<file path="config.mk">
export PLATFORM = sky130hd
export DESIGN_NAME = banded_step_motor_speed_controller
export DESIGN_NICKNAME = d
export VERILOG_FILES = /design/src/bsmsc_pkg.sv /design/src/bsmsc_divider.sv /design/src/bsmsc_step.sv /design/src/banded_step_motor_speed_controller.sv
export VERILOG_INCLUDE_DIRS = /design/src /design/src/src
export SDC_FILE = /design/constraint.sdc
export NUM_CORES = 2
export LEC_CHECK = 0
export BUFFER_PORTS_ARGS = -buffer_cell sky130_fd_sc_hd__buf_4
export CELL_PAD_IN_SITES_DETAIL_PLACEMENT = 1
export CELL_PAD_IN_SITES_GLOBAL_PLACEMENT = 2
export CORE_ASPECT_RATIO = 2
export CORE_MARGIN = 5
export CORE_UTILIZATION = 24
export DETAILED_ROUTE_END_ITERATION = 16
export PLACE_DENSITY_LB_ADDON = 0.08
export SLEW_MARGIN = 20
export SYNTH_ARGS = -nofsm -noshare
export SYNTH_HDL_FRONTEND = slang
export SYNTH_SLANG_ARGS = --single-unit
</file>
<file path="constraint.sdc">
create_clock -name aclk -period 14.12 [get_ports aclk]
set_input_delay 2.824 -clock aclk [delete_from_list [all_inputs] [get_ports aclk]]
set_output_delay 2.824 -clock aclk [all_outputs]
set_load 0.02 [all_outputs]
</file>
<file path="src/banded_step_motor_speed_controller_assert.svh">
// Assertion macros for the speed controller; the bodies go away when SYNTH is set.
// Each macro expects aclk and aresetn in the enclosing module.
`ifndef BANDED_STEP_MOTOR_SPEED_CONTROLLER_ASSERT_SVH
`define BANDED_STEP_MOTOR_SPEED_CONTROLLER_ASSERT_SVH

`ifndef SYNTH
`define BSMSC_ASSERT_IMP(lbl, ante, cons, msg) \
    lbl: assert property (@(posedge aclk) disable iff (!aresetn) (ante) |-> (cons)) \
        else $error(msg);
`define BSMSC_ASSERT_NXT(lbl, ante, cons, msg) \
    lbl: assert property (@(posedge aclk) disable iff (!aresetn) (ante) |=> (cons)) \
        else $error(msg);
`else
`define BSMSC_ASSERT_IMP(lbl, ante, cons, msg)
`define BSMSC_ASSERT_NXT(lbl, ante, cons, msg)
`endif

`endif

</file>
<file path="src/bsmsc_pkg.sv">
package bsmsc_pkg;

    localparam int MOTOR_COUNT_DEF = 4;

    localparam int CMD_W    = 1;
    localparam int MOTOR_W  = 2;
    localparam int TIME_W   = 48;
    localparam int TARGET_W = 10;
    localparam int ERR_W    = 8;
    localparam int TMO_W    = 24;
    localparam int SPEED_W  = 24;
    localparam int DRIVE_W  = 16;
    localparam int DUTY_W   = 15;
    localparam int STEP_W   = 15;
    localparam int SCALE_W  = 16;

    localparam int S_DATA_W = 56;
    localparam int M_DATA_W = 56;

    localparam int CFG_IDX_W  = 3;
    localparam int CFG_DATA_W = 24;

    // register indexes of the configuration port
    localparam logic [CFG_IDX_W-1:0] CFG_TARGET_0   = 3'd0;
    localparam logic [CFG_IDX_W-1:0] CFG_TARGET_1   = 3'd1;
    localparam logic [CFG_IDX_W-1:0] CFG_TARGET_2   = 3'd2;
    localparam logic [CFG_IDX_W-1:0] CFG_TARGET_3   = 3'd3;
    localparam logic [CFG_IDX_W-1:0] CFG_ACC_ERR    = 3'd4;
    localparam logic [CFG_IDX_W-1:0] CFG_STALL_TMO  = 3'd5;

    localparam logic [CMD_W-1:0] CMD_EVENT = 1'b0;
    localparam logic [CMD_W-1:0] CMD_CHECK = 1'b1;

    // the shared divider: the speed numerator fits in 29 bits
    localparam int DIV_W = 29;
    localparam logic [DIV_W-1:0] SPEED_NUM = 29'd341333333;

    // step = scale * 256 / 500 = scale * 64 / 125, taken as scale * ceil(2^29 / 125) >> 23
    localparam int RECIP_W = 23;
    localparam logic [RECIP_W-1:0] STEP_RECIP = 23'd4294968;

    localparam logic [SPEED_W-2:0] SPEED_MAX = 23'd8388607;
    localparam logic [DRIVE_W:0]   DRIVE_MAX = 17'd25600;
    localparam logic [STEP_W-1:0]  STOP_STEP = 15'd1792;
    localparam logic [TARGET_W-1:0] STOP_TARGET = 10'd30;

    // band factors in tenths of a percent
    localparam logic [5:0] BAND_FINE   = 6'd1;
    localparam logic [5:0] BAND_SMALL  = 6'd10;
    localparam logic [5:0] BAND_MID    = 6'd20;
    localparam logic [5:0] BAND_COARSE = 6'd50;

    localparam logic [TARGET_W-1:0] RST_TARGET_0 = 10'd10;
    localparam logic [TARGET_W-1:0] RST_TARGET_1 = 10'd30;
    localparam logic [TARGET_W-1:0] RST_TARGET_2 = 10'd60;
    localparam logic [TARGET_W-1:0] RST_TARGET_3 = 10'd90;
    localparam logic [ERR_W-1:0]    RST_ACC_ERR  = 8'd2;
    localparam logic [TMO_W-1:0]    RST_STALL_TMO = 24'd500000;

    typedef struct packed {
        logic             start;
        logic [DIV_W-1:0] dividend;
        logic [DIV_W-1:0] divisor;
    } div_req_t;

    typedef struct packed {
        logic busy;
        logic done;
    } div_stat_t;

    typedef struct packed {
        logic               need_step;
        logic               stop_step;
        logic               raise;
        logic [SCALE_W-1:0] scale;
    } plan_t;

endpackage

</file>
<file path="src/bsmsc_divider.sv">
module bsmsc_divider (
    input  logic                                aclk,
    input  logic                                aresetn,
    input  bsmsc_pkg::div_req_t                 req,
    output bsmsc_pkg::div_stat_t                stat,
    output logic [bsmsc_pkg::DIV_W-1:0]         quotient
);
    import bsmsc_pkg::*;

    localparam int CNT_W = $clog2(DIV_W + 1);
    localparam logic [CNT_W-1:0] LAST_CNT = CNT_W'(DIV_W - 1);

    logic [DIV_W-1:0] rem_reg;
    logic [DIV_W-1:0] quo_reg;
    logic [DIV_W-1:0] dsr_reg;
    logic [CNT_W-1:0] cnt_reg;
    logic             busy_reg;
    logic             done_reg;

    logic [DIV_W:0]   shifted;
    logic [DIV_W:0]   trial;
    logic             fits;

    // one restoring step per cycle
    assign shifted = {rem_reg, quo_reg[DIV_W-1]};
    assign trial   = shifted - {1'b0, dsr_reg};
    assign fits    = !trial[DIV_W];

    always_ff @(posedge aclk) begin
        if (!aresetn) begin
            busy_reg <= 1'b0;
            done_reg <= 1'b0;
            cnt_reg  <= '0;
        end else begin
            done_reg <= !req.start && busy_reg && (cnt_reg == LAST_CNT);
            if (req.start) begin
                busy_reg <= 1'b1;
                cnt_reg  <= '0;
                rem_reg  <= '0;
                quo_reg  <= req.dividend;
                dsr_reg  <= req.divisor;
            end else if (busy_reg) begin
                rem_reg <= fits ? trial[DIV_W-1:0] : shifted[DIV_W-1:0];
                quo_reg <= {quo_reg[DIV_W-2:0], fits};
                cnt_reg <= cnt_reg + 1'b1;
                if (cnt_reg == LAST_CNT) begin
                    busy_reg <= 1'b0;
                end
            end
        end
    end

    assign stat.busy = busy_reg;
    assign stat.done = done_reg;
    assign quotient  = quo_reg;

endmodule

</file>
<file path="src/bsmsc_step.sv">
module bsmsc_step (
    input  logic signed [bsmsc_pkg::SPEED_W-1:0]  speed,
    input  logic        [bsmsc_pkg::TARGET_W-1:0] target,
    input  logic        [bsmsc_pkg::ERR_W-1:0]    acc_err,
    input  logic signed [bsmsc_pkg::DRIVE_W-1:0]  drive,
    input  logic        [bsmsc_pkg::STEP_W-1:0]   step_val,
    input  logic                                  step_en,
    input  logic                                  raise,
    output bsmsc_pkg::plan_t                      plan,
    output logic signed [bsmsc_pkg::DRIVE_W-1:0]  drive_next
);
    import bsmsc_pkg::*;

    logic signed [SPEED_W:0] diff;
    logic        [SPEED_W:0] mag;
    logic        [16:0]      dist_rpm;
    logic        [20:0]      dist10;
    logic        [20:0]      tgt1;
    logic        [20:0]      tgt3;
    logic        [20:0]      tgt6;
    logic        [5:0]       band;
    logic        [15:0]      tb;
    logic signed [DRIVE_W:0] dsum;
    logic signed [DRIVE_W:0] step_s;

    always_comb begin
        diff   = $signed({speed[SPEED_W-1], speed})
               - $signed({7'b0, target, 8'b0});
        mag    = diff[SPEED_W] ? (SPEED_W+1)'(-diff) : diff;
        dist_rpm = mag[SPEED_W:8];
        dist10 = {1'b0, dist_rpm, 3'b0} + {3'b0, dist_rpm, 1'b0};
        tgt1   = {11'b0, target};
        tgt3   = {9'b0, target, 2'b0} - {11'b0, target};
        tgt6   = {tgt3[19:0], 1'b0};
        if (dist10 < tgt1) begin
            band = BAND_FINE;
        end else if (dist10 < tgt3) begin
            band = BAND_SMALL;
        end else if (dist10 < tgt6) begin
            band = BAND_MID;
        end else begin
            band = BAND_COARSE;
        end
        tb = {6'b0, target} * {10'b0, band};

        plan.need_step = dist_rpm > {9'b0, acc_err};
        plan.stop_step = (speed == '0) && ((drive == '0) || (target > STOP_TARGET));
        plan.raise     = diff[SPEED_W];
        plan.scale     = tb;
    end

    // add or take off the step, then clamp
    always_comb begin
        step_s = $signed({2'b0, step_val});
        dsum   = $signed({drive[DRIVE_W-1], drive});
        if (step_en) begin
            dsum = raise ? dsum + step_s : dsum - step_s;
        end
        if (dsum > $signed(DRIVE_MAX)) begin
            drive_next = DRIVE_W'(DRIVE_MAX);
        end else if (dsum < -$signed(DRIVE_MAX)) begin
            drive_next = DRIVE_W'(-$signed(DRIVE_MAX));
        end else begin
            drive_next = dsum[DRIVE_W-1:0];
        end
    end

endmodule

</file>
<file path="src/banded_step_motor_speed_controller.sv">
// An accepted word moves through eval and then, as needed, the speed division, plan, step
// multiply and apply, before done; the speed division runs its 29 steps on the serial divider.
// A new word is taken the cycle after the result is registered, which then waits for
// m_tready on its own.
// Reset: aresetn low at a clock edge clears all motor state and restores register defaults.
module banded_step_motor_speed_controller #(
    parameter int MOTOR_COUNT = bsmsc_pkg::MOTOR_COUNT_DEF
) (
    input  logic                                 aclk,
    input  logic                                 aresetn,
    input  logic                                 s_tvalid,
    output logic                                 s_tready,
    // [1:0] motor, [49:2] now_us, [50] forward_limit, [55:51] zero
    input  logic [bsmsc_pkg::S_DATA_W-1:0]       s_tdata,
    // [0] cmd
    input  logic                                 s_tuser,
    output logic                                 m_tvalid,
    input  logic                                 m_tready,
    // [1:0] motor_out, [25:2] speed_q8, [40:26] forward_duty, [55:41] reverse_duty
    output logic [bsmsc_pkg::M_DATA_W-1:0]       m_tdata,
    input  logic                                 cfg_valid,
    output logic                                 cfg_ready,
    input  logic [bsmsc_pkg::CFG_IDX_W-1:0]      cfg_index,
    input  logic [bsmsc_pkg::CFG_DATA_W-1:0]     cfg_data
);
    import bsmsc_pkg::*;

    localparam int IDX_W = (MOTOR_COUNT > 1) ? $clog2(MOTOR_COUNT) : 1;
    localparam logic [3:0] MOTOR_LIMIT = 4'(MOTOR_COUNT);

    typedef enum logic [2:0] {
        ST_IDLE, ST_EVAL, ST_SPEED_DIV, ST_PLAN, ST_STEP_MUL, ST_APPLY, ST_DONE
    } state_t;

    state_t state_reg;

    logic [TARGET_W-1:0] target_reg [4];
    logic [ERR_W-1:0]    acc_err_reg;
    logic [TMO_W-1:0]    tmo_reg;

    logic [TIME_W-1:0]         last_reg  [MOTOR_COUNT];
    logic signed [SPEED_W-1:0] speed_reg [MOTOR_COUNT];
    logic signed [DRIVE_W-1:0] drive_reg [MOTOR_COUNT];

    logic [CMD_W-1:0]   cmd_reg;
    logic [MOTOR_W-1:0] motor_reg;
    logic [TIME_W-1:0]  now_reg;
    logic               fwd_reg;

    logic signed [SPEED_W-1:0] spd_reg;
    logic [STEP_W-1:0]         step_reg;
    logic                      step_en_reg;
    logic                      raise_reg;
    logic [SCALE_W-1:0]        scale_reg;

    logic [SPEED_W-1:0] res_speed_reg;
    logic [DUTY_W-1:0]  res_fwd_reg;
    logic [DUTY_W-1:0]  res_rev_reg;

    logic                m_valid_reg;
    logic [M_DATA_W-1:0] m_data_reg;

    logic [IDX_W-1:0]    idx;
    logic                motor_ok;
    logic [TIME_W-1:0]   elapsed;
    logic                eval_div;
    logic [SPEED_W-2:0]  mag_sat;
    logic [SCALE_W+RECIP_W-1:0] step_prod;

    div_req_t            div_req;
    div_stat_t           div_stat;
    logic [DIV_W-1:0]    div_quo;
    plan_t               plan;
    logic signed [DRIVE_W-1:0] drive_next;

    assign idx      = IDX_W'(motor_reg);
    assign motor_ok = {2'b0, motor_reg} < MOTOR_LIMIT;
    assign elapsed  = now_reg - last_reg[idx];
    assign eval_div = (state_reg == ST_EVAL) && motor_ok && (cmd_reg == CMD_EVENT)
                    && (elapsed != '0) && (elapsed[TIME_W-1:DIV_W] == '0);
    assign mag_sat  = (div_quo > {6'b0, SPEED_MAX}) ? SPEED_MAX : div_quo[SPEED_W-2:0];
    assign step_prod = {{RECIP_W{1'b0}}, scale_reg} * {{SCALE_W{1'b0}}, STEP_RECIP};

    always_comb begin
        div_req.start    = eval_div;
        div_req.dividend = SPEED_NUM;
        div_req.divisor  = elapsed[DIV_W-1:0];
    end

    bsmsc_divider u_div (
        .aclk     (aclk),
        .aresetn  (aresetn),
        .req      (div_req),
        .stat     (div_stat),
        .quotient (div_quo)
    );

    bsmsc_step u_step (
        .speed      (spd_reg),
        .target     (target_reg[motor_reg]),
        .acc_err    (acc_err_reg),
        .drive      (drive_reg[idx]),
        .step_val   (step_reg),
        .step_en    (step_en_reg),
        .raise      (raise_reg),
        .plan       (plan),
        .drive_next (drive_next)
    );

    assign cfg_ready = 1'b1;

    always_ff @(posedge aclk) begin
        if (!aresetn) begin
            target_reg[0] <= RST_TARGET_0;
            target_reg[1] <= RST_TARGET_1;
            target_reg[2] <= RST_TARGET_2;
            target_reg[3] <= RST_TARGET_3;
            acc_err_reg   <= RST_ACC_ERR;
            tmo_reg       <= RST_STALL_TMO;
        end else if (cfg_valid) begin
            case (cfg_index)
                CFG_TARGET_0:  target_reg[0] <= cfg_data[TARGET_W-1:0];
                CFG_TARGET_1:  target_reg[1] <= cfg_data[TARGET_W-1:0];
                CFG_TARGET_2:  target_reg[2] <= cfg_data[TARGET_W-1:0];
                CFG_TARGET_3:  target_reg[3] <= cfg_data[TARGET_W-1:0];
                CFG_ACC_ERR:   acc_err_reg   <= cfg_data[ERR_W-1:0];
                CFG_STALL_TMO: tmo_reg       <= cfg_data[TMO_W-1:0];
                default: ;
            endcase
        end
    end

    always_ff @(posedge aclk) begin
        if (!aresetn) begin
            state_reg   <= ST_IDLE;
            m_valid_reg <= 1'b0;
            for (int i = 0; i < MOTOR_COUNT; i++) begin
                last_reg[i]  <= '0;
                speed_reg[i] <= '0;
                drive_reg[i] <= '0;
            end
        end else begin
            // a result leaving in the done state is replaced there
            if (m_valid_reg && m_tready && (state_reg != ST_DONE)) begin
                m_valid_reg <= 1'b0;
            end
            case (state_reg)
                ST_IDLE: begin
                    if (s_tvalid) begin
                        cmd_reg   <= s_tuser;
                        motor_reg <= s_tdata[MOTOR_W-1:0];
                        now_reg   <= s_tdata[TIME_W+MOTOR_W-1:MOTOR_W];
                        fwd_reg   <= s_tdata[TIME_W+MOTOR_W];
                        state_reg <= ST_EVAL;
                    end
                end
                ST_EVAL: begin
                    step_en_reg <= 1'b0;
                    if (!motor_ok) begin
                        res_speed_reg <= '0;
                        res_fwd_reg   <= '0;
                        res_rev_reg   <= '0;
                        state_reg     <= ST_DONE;
                    end else if (cmd_reg == CMD_EVENT) begin
                        last_reg[idx] <= now_reg;
                        if (elapsed == '0) begin
                            spd_reg   <= fwd_reg ? $signed({1'b0, SPEED_MAX})
                                                 : -$signed({1'b0, SPEED_MAX});
                            state_reg <= ST_PLAN;
                        end else if (!eval_div) begin
                            spd_reg   <= '0;
                            state_reg <= ST_PLAN;
                        end else begin
                            state_reg <= ST_SPEED_DIV;
                        end
                    end else if (elapsed > {24'b0, tmo_reg}) begin
                        last_reg[idx] <= now_reg;
                        spd_reg       <= '0;
                        state_reg     <= ST_PLAN;
                    end else begin
                        spd_reg   <= speed_reg[idx];
                        state_reg <= ST_APPLY;
                    end
                end
                ST_SPEED_DIV: begin
                    if (div_stat.done) begin
                        spd_reg   <= fwd_reg ? $signed({1'b0, mag_sat})
                                             : -$signed({1'b0, mag_sat});
                        state_reg <= ST_PLAN;
                    end
                end
                ST_PLAN: begin
                    raise_reg <= plan.raise;
                    scale_reg <= plan.scale;
                    if (!plan.need_step) begin
                        state_reg <= ST_APPLY;
                    end else if (plan.stop_step) begin
                        step_reg    <= STOP_STEP;
                        step_en_reg <= 1'b1;
                        state_reg   <= ST_APPLY;
                    end else begin
                        state_reg <= ST_STEP_MUL;
                    end
                end
                ST_STEP_MUL: begin
                    step_reg    <= step_prod[RECIP_W+STEP_W-1:RECIP_W];
                    step_en_reg <= 1'b1;
                    state_reg   <= ST_APPLY;
                end
                ST_APPLY: begin
                    drive_reg[idx] <= drive_next;
                    // zero drive forces the speed to zero
                    if (drive_next == '0) begin
                        speed_reg[idx] <= '0;
                        res_speed_reg  <= '0;
                    end else begin
                        speed_reg[idx] <= spd_reg;
                        res_speed_reg  <= spd_reg;
                    end
                    res_fwd_reg <= (drive_next > 0) ? drive_next[DUTY_W-1:0] : '0;
                    res_rev_reg <= (drive_next < 0) ? DUTY_W'(-drive_next) : '0;
                    state_reg   <= ST_DONE;
                end
                ST_DONE: begin
                    // hold until the output register is free
                    if (!m_valid_reg || m_tready) begin
                        m_data_reg  <= {res_rev_reg, res_fwd_reg, res_speed_reg, motor_reg};
                        m_valid_reg <= 1'b1;
                        state_reg   <= ST_IDLE;
                    end
                end
                default: state_reg <= ST_IDLE;
            endcase
        end
    end

    assign s_tready = (state_reg == ST_IDLE);
    assign m_tvalid = m_valid_reg;
    assign m_tdata  = m_data_reg;

    `include "banded_step_motor_speed_controller_assert.svh"

    `BSMSC_ASSERT_IMP(a_ready_div_idle, s_tready, !div_stat.busy, "divider busy while ready")
    `BSMSC_ASSERT_NXT(a_accept_blocks, s_tvalid && s_tready, !s_tready, "ready after accept")
    `BSMSC_ASSERT_IMP(a_duty_one_side, m_tvalid,
        (m_tdata[40:26] == '0) || (m_tdata[55:41] == '0), "both duties nonzero")
    `BSMSC_ASSERT_IMP(a_done_in_div, div_stat.done, state_reg == ST_SPEED_DIV,
        "stray divider done")

endmodule
</file>
# After elaboration in Yosys (flattened, before gate mapping)
# Memories as Yosys holds them, arrays and structs flattened. A register that Yosys moved wholly into a read port is not among the register bits.
# Index checks and enable logic that the tools add are counted.
# word_totals
reg_bits	349
latch_bits	0
ramBits	392
rom_bits	0
in_bits	89
out_inout_bits	59
wordCells	217
n_memories	4
# op_classes
n_addsub	11
multipliers	2
div	0
n_lt_le_gt_ge	11
eq_ne	19
n_shift	0
n_mux	98
n_bitwise	8
n_reduce_logical	41
# memory_table
name	words	width	read_ports	rd_ports_with_merged_regs	wr	line	text
last_reg	4	48	1	1	4	banded_step_motor_speed_controller.sv:41	logic [TIME_W-1:0] last_reg [MOTOR_COUNT];
speed_reg	4	24	1	1	4	banded_step_motor_speed_controller.sv:42	logic signed [SPEED_W-1:0] speed_reg [MOTOR_COUNT];
drive_reg	4	16	1	1	4	banded_step_motor_speed_controller.sv:43	logic signed [DRIVE_W-1:0] drive_reg [MOTOR_COUNT];
target_reg	4	10	1	1	4	banded_step_motor_speed_controller.sv:37	logic [TARGET_W-1:0] target_reg [4];
# ops
cell	n
$mux W24	9
$mux W48	2
$mux W29	3
$mux W1	52
$gt A48 B24 Y1	1
$logic_not A48 Y1	1
$mux W16	3
$pmux W24 S2	1
$reduce_bool A48 Y1	1
$reduce_or A48 Y1	1
$sub A48 B48 Y48	1
$lt A21 B21 Y1	2
$mux W10	4
$mul A16 B20 Y35 const B	1
$mux W17	2
$logic_not A16 Y1	2
$mux W15	2
$pmux W15 S2	1
$sub A30 B29 Y30	1
$gt A29 B23 Y1 const B	1
$mux W25	1
$neg A25 Y25	1
$sub A24 B19 Y25	1
$logic_not A24 Y1	1
other kinds (44)	95

# Logic depth before layout (Yosys ltp)
# depth
word_depth	14
ltp_mapped	56
ltp_nobuf	53

# Modules after synthesis
# Synthesis repeated with hierarchy kept, for this count alone.
# hier_totals
cells_unflattened	4340
area_unflattened_um2	48097.4
# modules_own_cells
mod	instances	cells_per_inst	area_per_inst_um2	seq_area_each_um2
banded_step_motor_speed_controller	1	2886	35287.6	19108.3
bsmsc_step	1	974	7373.3	0.0
bsmsc_divider	1	480	5436.5	2752.6

# Worst setup path before layout
# OpenSTA, ideal clock, no wires.
# synth_path
path_kind	register to register
start	register (tool-made name)
end	register scale_reg[15] (data pin)
setup_ps	258
arrival_time_ps	11608
t_required_ps	13862
path_slack_ps	2255
path_stages_with_launch	53
n_path_buf	8
cell_sequence	dfxtp_1 -> buf_2 -> buf_2 -> buf_1 -> buf_2 -> mux4_2 -> inv_1 -> ha_1 -> clkbuf_1 -> nor2_1 -> o211a_1 -> nor3_1 -> clkinv_1 -> nand2_1 -> xnor2_1 -> ha_1 -> fa_1 -> a21o_1 -> [... 17 more ...] -> o311ai_0 -> fa_1 -> fa_1 -> fa_1 -> inv_1 -> ha_1 -> a21o_1 -> a21oi_1 -> o21bai_1 -> a21oi_1 -> o21bai_1 -> a21oi_1 -> nor2b_1 -> o21a_1 -> o21ai_0 -> nand2b_1 -> a21oi_1 -> xnor2_1
# synth_lines
item	line	text
to (signal assigned)	banded_step_motor_speed_controller.sv:194	scale_reg <= plan.scale;
to (decl)	banded_step_motor_speed_controller.sv:54	logic [SCALE_W-1:0] scale_reg;

==> flow_metrics.tcl <==
set metrics [dict create \
    worstSkewPairLatency_ns 0.71 \
    path_clk_slew_ns 0.06 \
    placed_cell_area_mm2 0.0514 \
    use_met1 0.162 \
    hold_depth 0 \
    busiest_layer "met2" \
    finClkSkew_ns 0.0624 \
    largest_register_ffs 192 \
    place.gp.congestion 0.802 \
    first_pass_iters 5 \
    ys_seq_elements 743 \
    fin_nets 4961 \
    fin_area_mm2 0.0540 \
    wl_per_cell_um 24.5 \
    drv_slew 0 \
    final_common_cell "edfxtp_1" \
    use_met3 0.0173 \
    period_minus_slack_ns 12.57 \
    grt_max_degree 89 \
    irDropWorstVdd_v 0.000213 \
    async_flop_share 0 \
    drt_iter0_drc 1382 \
    grt_pass1_wl_mm 251 \
    drc 0 \
    p_per_area_mw_per_mm2 259 \
    hold_viol_final 0 \
    die_y_um 636 \
    rows 229 \
    synth_edf_count 698 \
    antenna_found_initial 11 \
    cts_buffer_depth 3 \
    postCtsSetupBuffers 0 \
    antenna_left 0 \
    cts_tree "yes" \
    critPathRequiredTime_ns 14.54 \
    slew_headroom 0.222 \
    ctsHtreeMaxLevel 3 \
    max_stage_delay_ns 0.75 \
    ctsResizeCount 0 \
    setup_viol 0 \
    synthDistinctLibCells 91 \
    leakagePower_uw 0.0207 \
    tightest_slew_ns 1.13 \
    rrSetupSlack_ns 1.55 \
    outcome "finished clean" \
    synth_area_mm2 0.0470 \
    reg2reg_depth 49 \
    overflow 0 \
    syn2layout_area_growth_pct 14.9 \
    slowest_stage "mux4_2" \
    die-area_mm2 0.205 \
    clock_tree.root_cell "clkbuf_16" \
    setup.worst_path.start_class "flip-flop" \
    reg2reg_to "scale_reg[15]" \
    grt_setup_unrepaired "no" \
    routed_wirelength_mm 172 \
    ys_warn_count 0 \
    global_route.usage.total 0.165 \
    drv_cap 0 \
    coreArea_mm2 0.195 \
    first_global_vias 37100 \
    critPathKind "reg -> reg" \
    cpMostUsedCell "a21oi_1" \
    avgSynthCellArea_um2 11.0 \
    ios 148 \
    synth_top_flop_cell "edfxtp_1" \
    yosysSeqAreaShare 0.465 \
    drive_above_1_share 0.121 \
    dp_hpwl_mm 129 \
    cts_buffers 80 \
    vias 33600 \
    worstSetupEndpointType "flip-flop" \
    io_buffers 141 \
    netlist_instances 4277 \
    cp.arrival_ns 12.99 \
    hold_class "reg -> reg" \
    power_uw 14000 \
    hold-path-endpoint "m_tdata[13]" \
    cts_hold_buf 0 \
    start_util 0.241 \
    path_max_fanout 19 \
    fin_tns_setup_ns 0 \
    gr-usage-met2 0.347 \
    finalCritPeriodShare 0.890 \
    fmax_mhz 79.6 \
    clkSinkCount 743 \
    via_per_inst 4.79 \
    die_w_um 323 \
    layout.cells.most_common_list "698 x edfxtp_1, 439 x nor2_1, 374 x inv_1" \
    min_from "res_speed_reg[11]" \
]
[synth_stat cells, types with 54 or more instances]
cell type | count | area, um^2
edfxtp_1 | 698 | 21000
nor2_1 | 445 | 1670
inv_1 | 375 | 1410
ha_1 | 372 | 4650
nand2_1 | 289 | 1080
a21oi_1 | 206 | 1030
clkbuf_1 | 133 | 499
nor3_1 | 133 | 666
o21ai_0 | 113 | 566
nor3b_1 | 106 | 796
fa_1 | 99 | 1980
mux4_2 | 97 | 2180
xnor2_1 | 93 | 815
a21o_1 | 87 | 653
a31oi_1 | 71 | 444
and2_1 | 70 | 438
xor2_1 | 54 | 473
[kinds of logic (layout without fill, tap and decap cells)]
kind of cell	Yosys count	count (layout)	share of synthesized area
AO/OA/AOI/OAI	777	777	0.110
XOR/XNOR	147	147	0.0274
adder cells (fa/ha/maj)	471	471	0.141
buffers and inverters	570	752	0.0473
flip-flops	743	743	0.465
multiplexers	150	150	0.0580
other	2	4	0.000160
AND/OR/NAND/NOR	1417	1417	0.150
[where the power goes]
| part | total [uW] | internal, uW | leakage (uW) | switching, uW |
|---|---|---|---|---|
| sequential | 2890 | 2740 | 0.00718 | 146 |
| clock | 2130 | 1140 | 0.00123 | 990 |
| combinational | 8950 | 3530 | 0.0123 | 5410 |
[worst max-delay path, delay by kind of cell, from the launching register on]
| family | cells | cell delay [ns] |
|---|---|---|
| fa+ha+maj | 8 | 3.24 |
| simple gates | 6 | 0.95 |
| flops | 1 | 0.55 |
| compound gates | 26 | 5.12 |
| xor+xnor | 2 | 0.27 |
| mux | 1 | 0.75 |
| buf+inv | 6 | 1.33 |
[routing by layer]
metal  vias to the layer above  wire length [um]
li1                      15900                 -
met1                     17100             60300
met2                       402            101000
met3                       182              3820
met4                        10              5820
met5                         -                60
[stage by stage]
step	utilization	cells	setup slack (ns)	hold slack (ns)
after floorplan	-	4278	2.25	0.400
after global placement	0.263	6859	1.45	0.403
after detailed placement	0.264	6860	1.40	0.406
after CTS	0.277	7001	1.34	0.420
after global routing	0.277	7002	0.548	0.425
final	0.277	7002	1.55	0.418
[worst max-delay path by stage]
| stage | slack (ns) | end | cells after the start | start |
|---|---|---|---|---|
| floorplan | 2.25 | scale_reg[15] | 52 | flip-flop |
| detailed placement | 1.40 | scale_reg[15] | 49 | flip-flop |
| CTS | 1.34 | scale_reg[15] | 49 | flip-flop |
| finish | 1.55 | scale_reg[15] | 49 | flip-flop |
| global placement | 1.45 | scale_reg[15] | 49 | flip-flop |
| global route | 0.55 | scale_reg[15] | 49 | flip-flop |
[final cells by class]
| class | instances | area, um^2 |
|---|---|---|
| Clock buffer | 97 | 2090 |
| Sequential cell | 743 | 21900 |
| Timing Repair Buffer | 234 | 1790 |
| Fill cell | 21700 | 141000 |
| Tap cell | 2541 | 3180 |
| Multi-Input combinational cell | 2965 | 23100 |
| Antenna cell | 1 | 2.50 |
| Inverter | 377 | 1420 |
| Clock inverter | 44 | 487 |
Power figures use the tool's default switching activity.
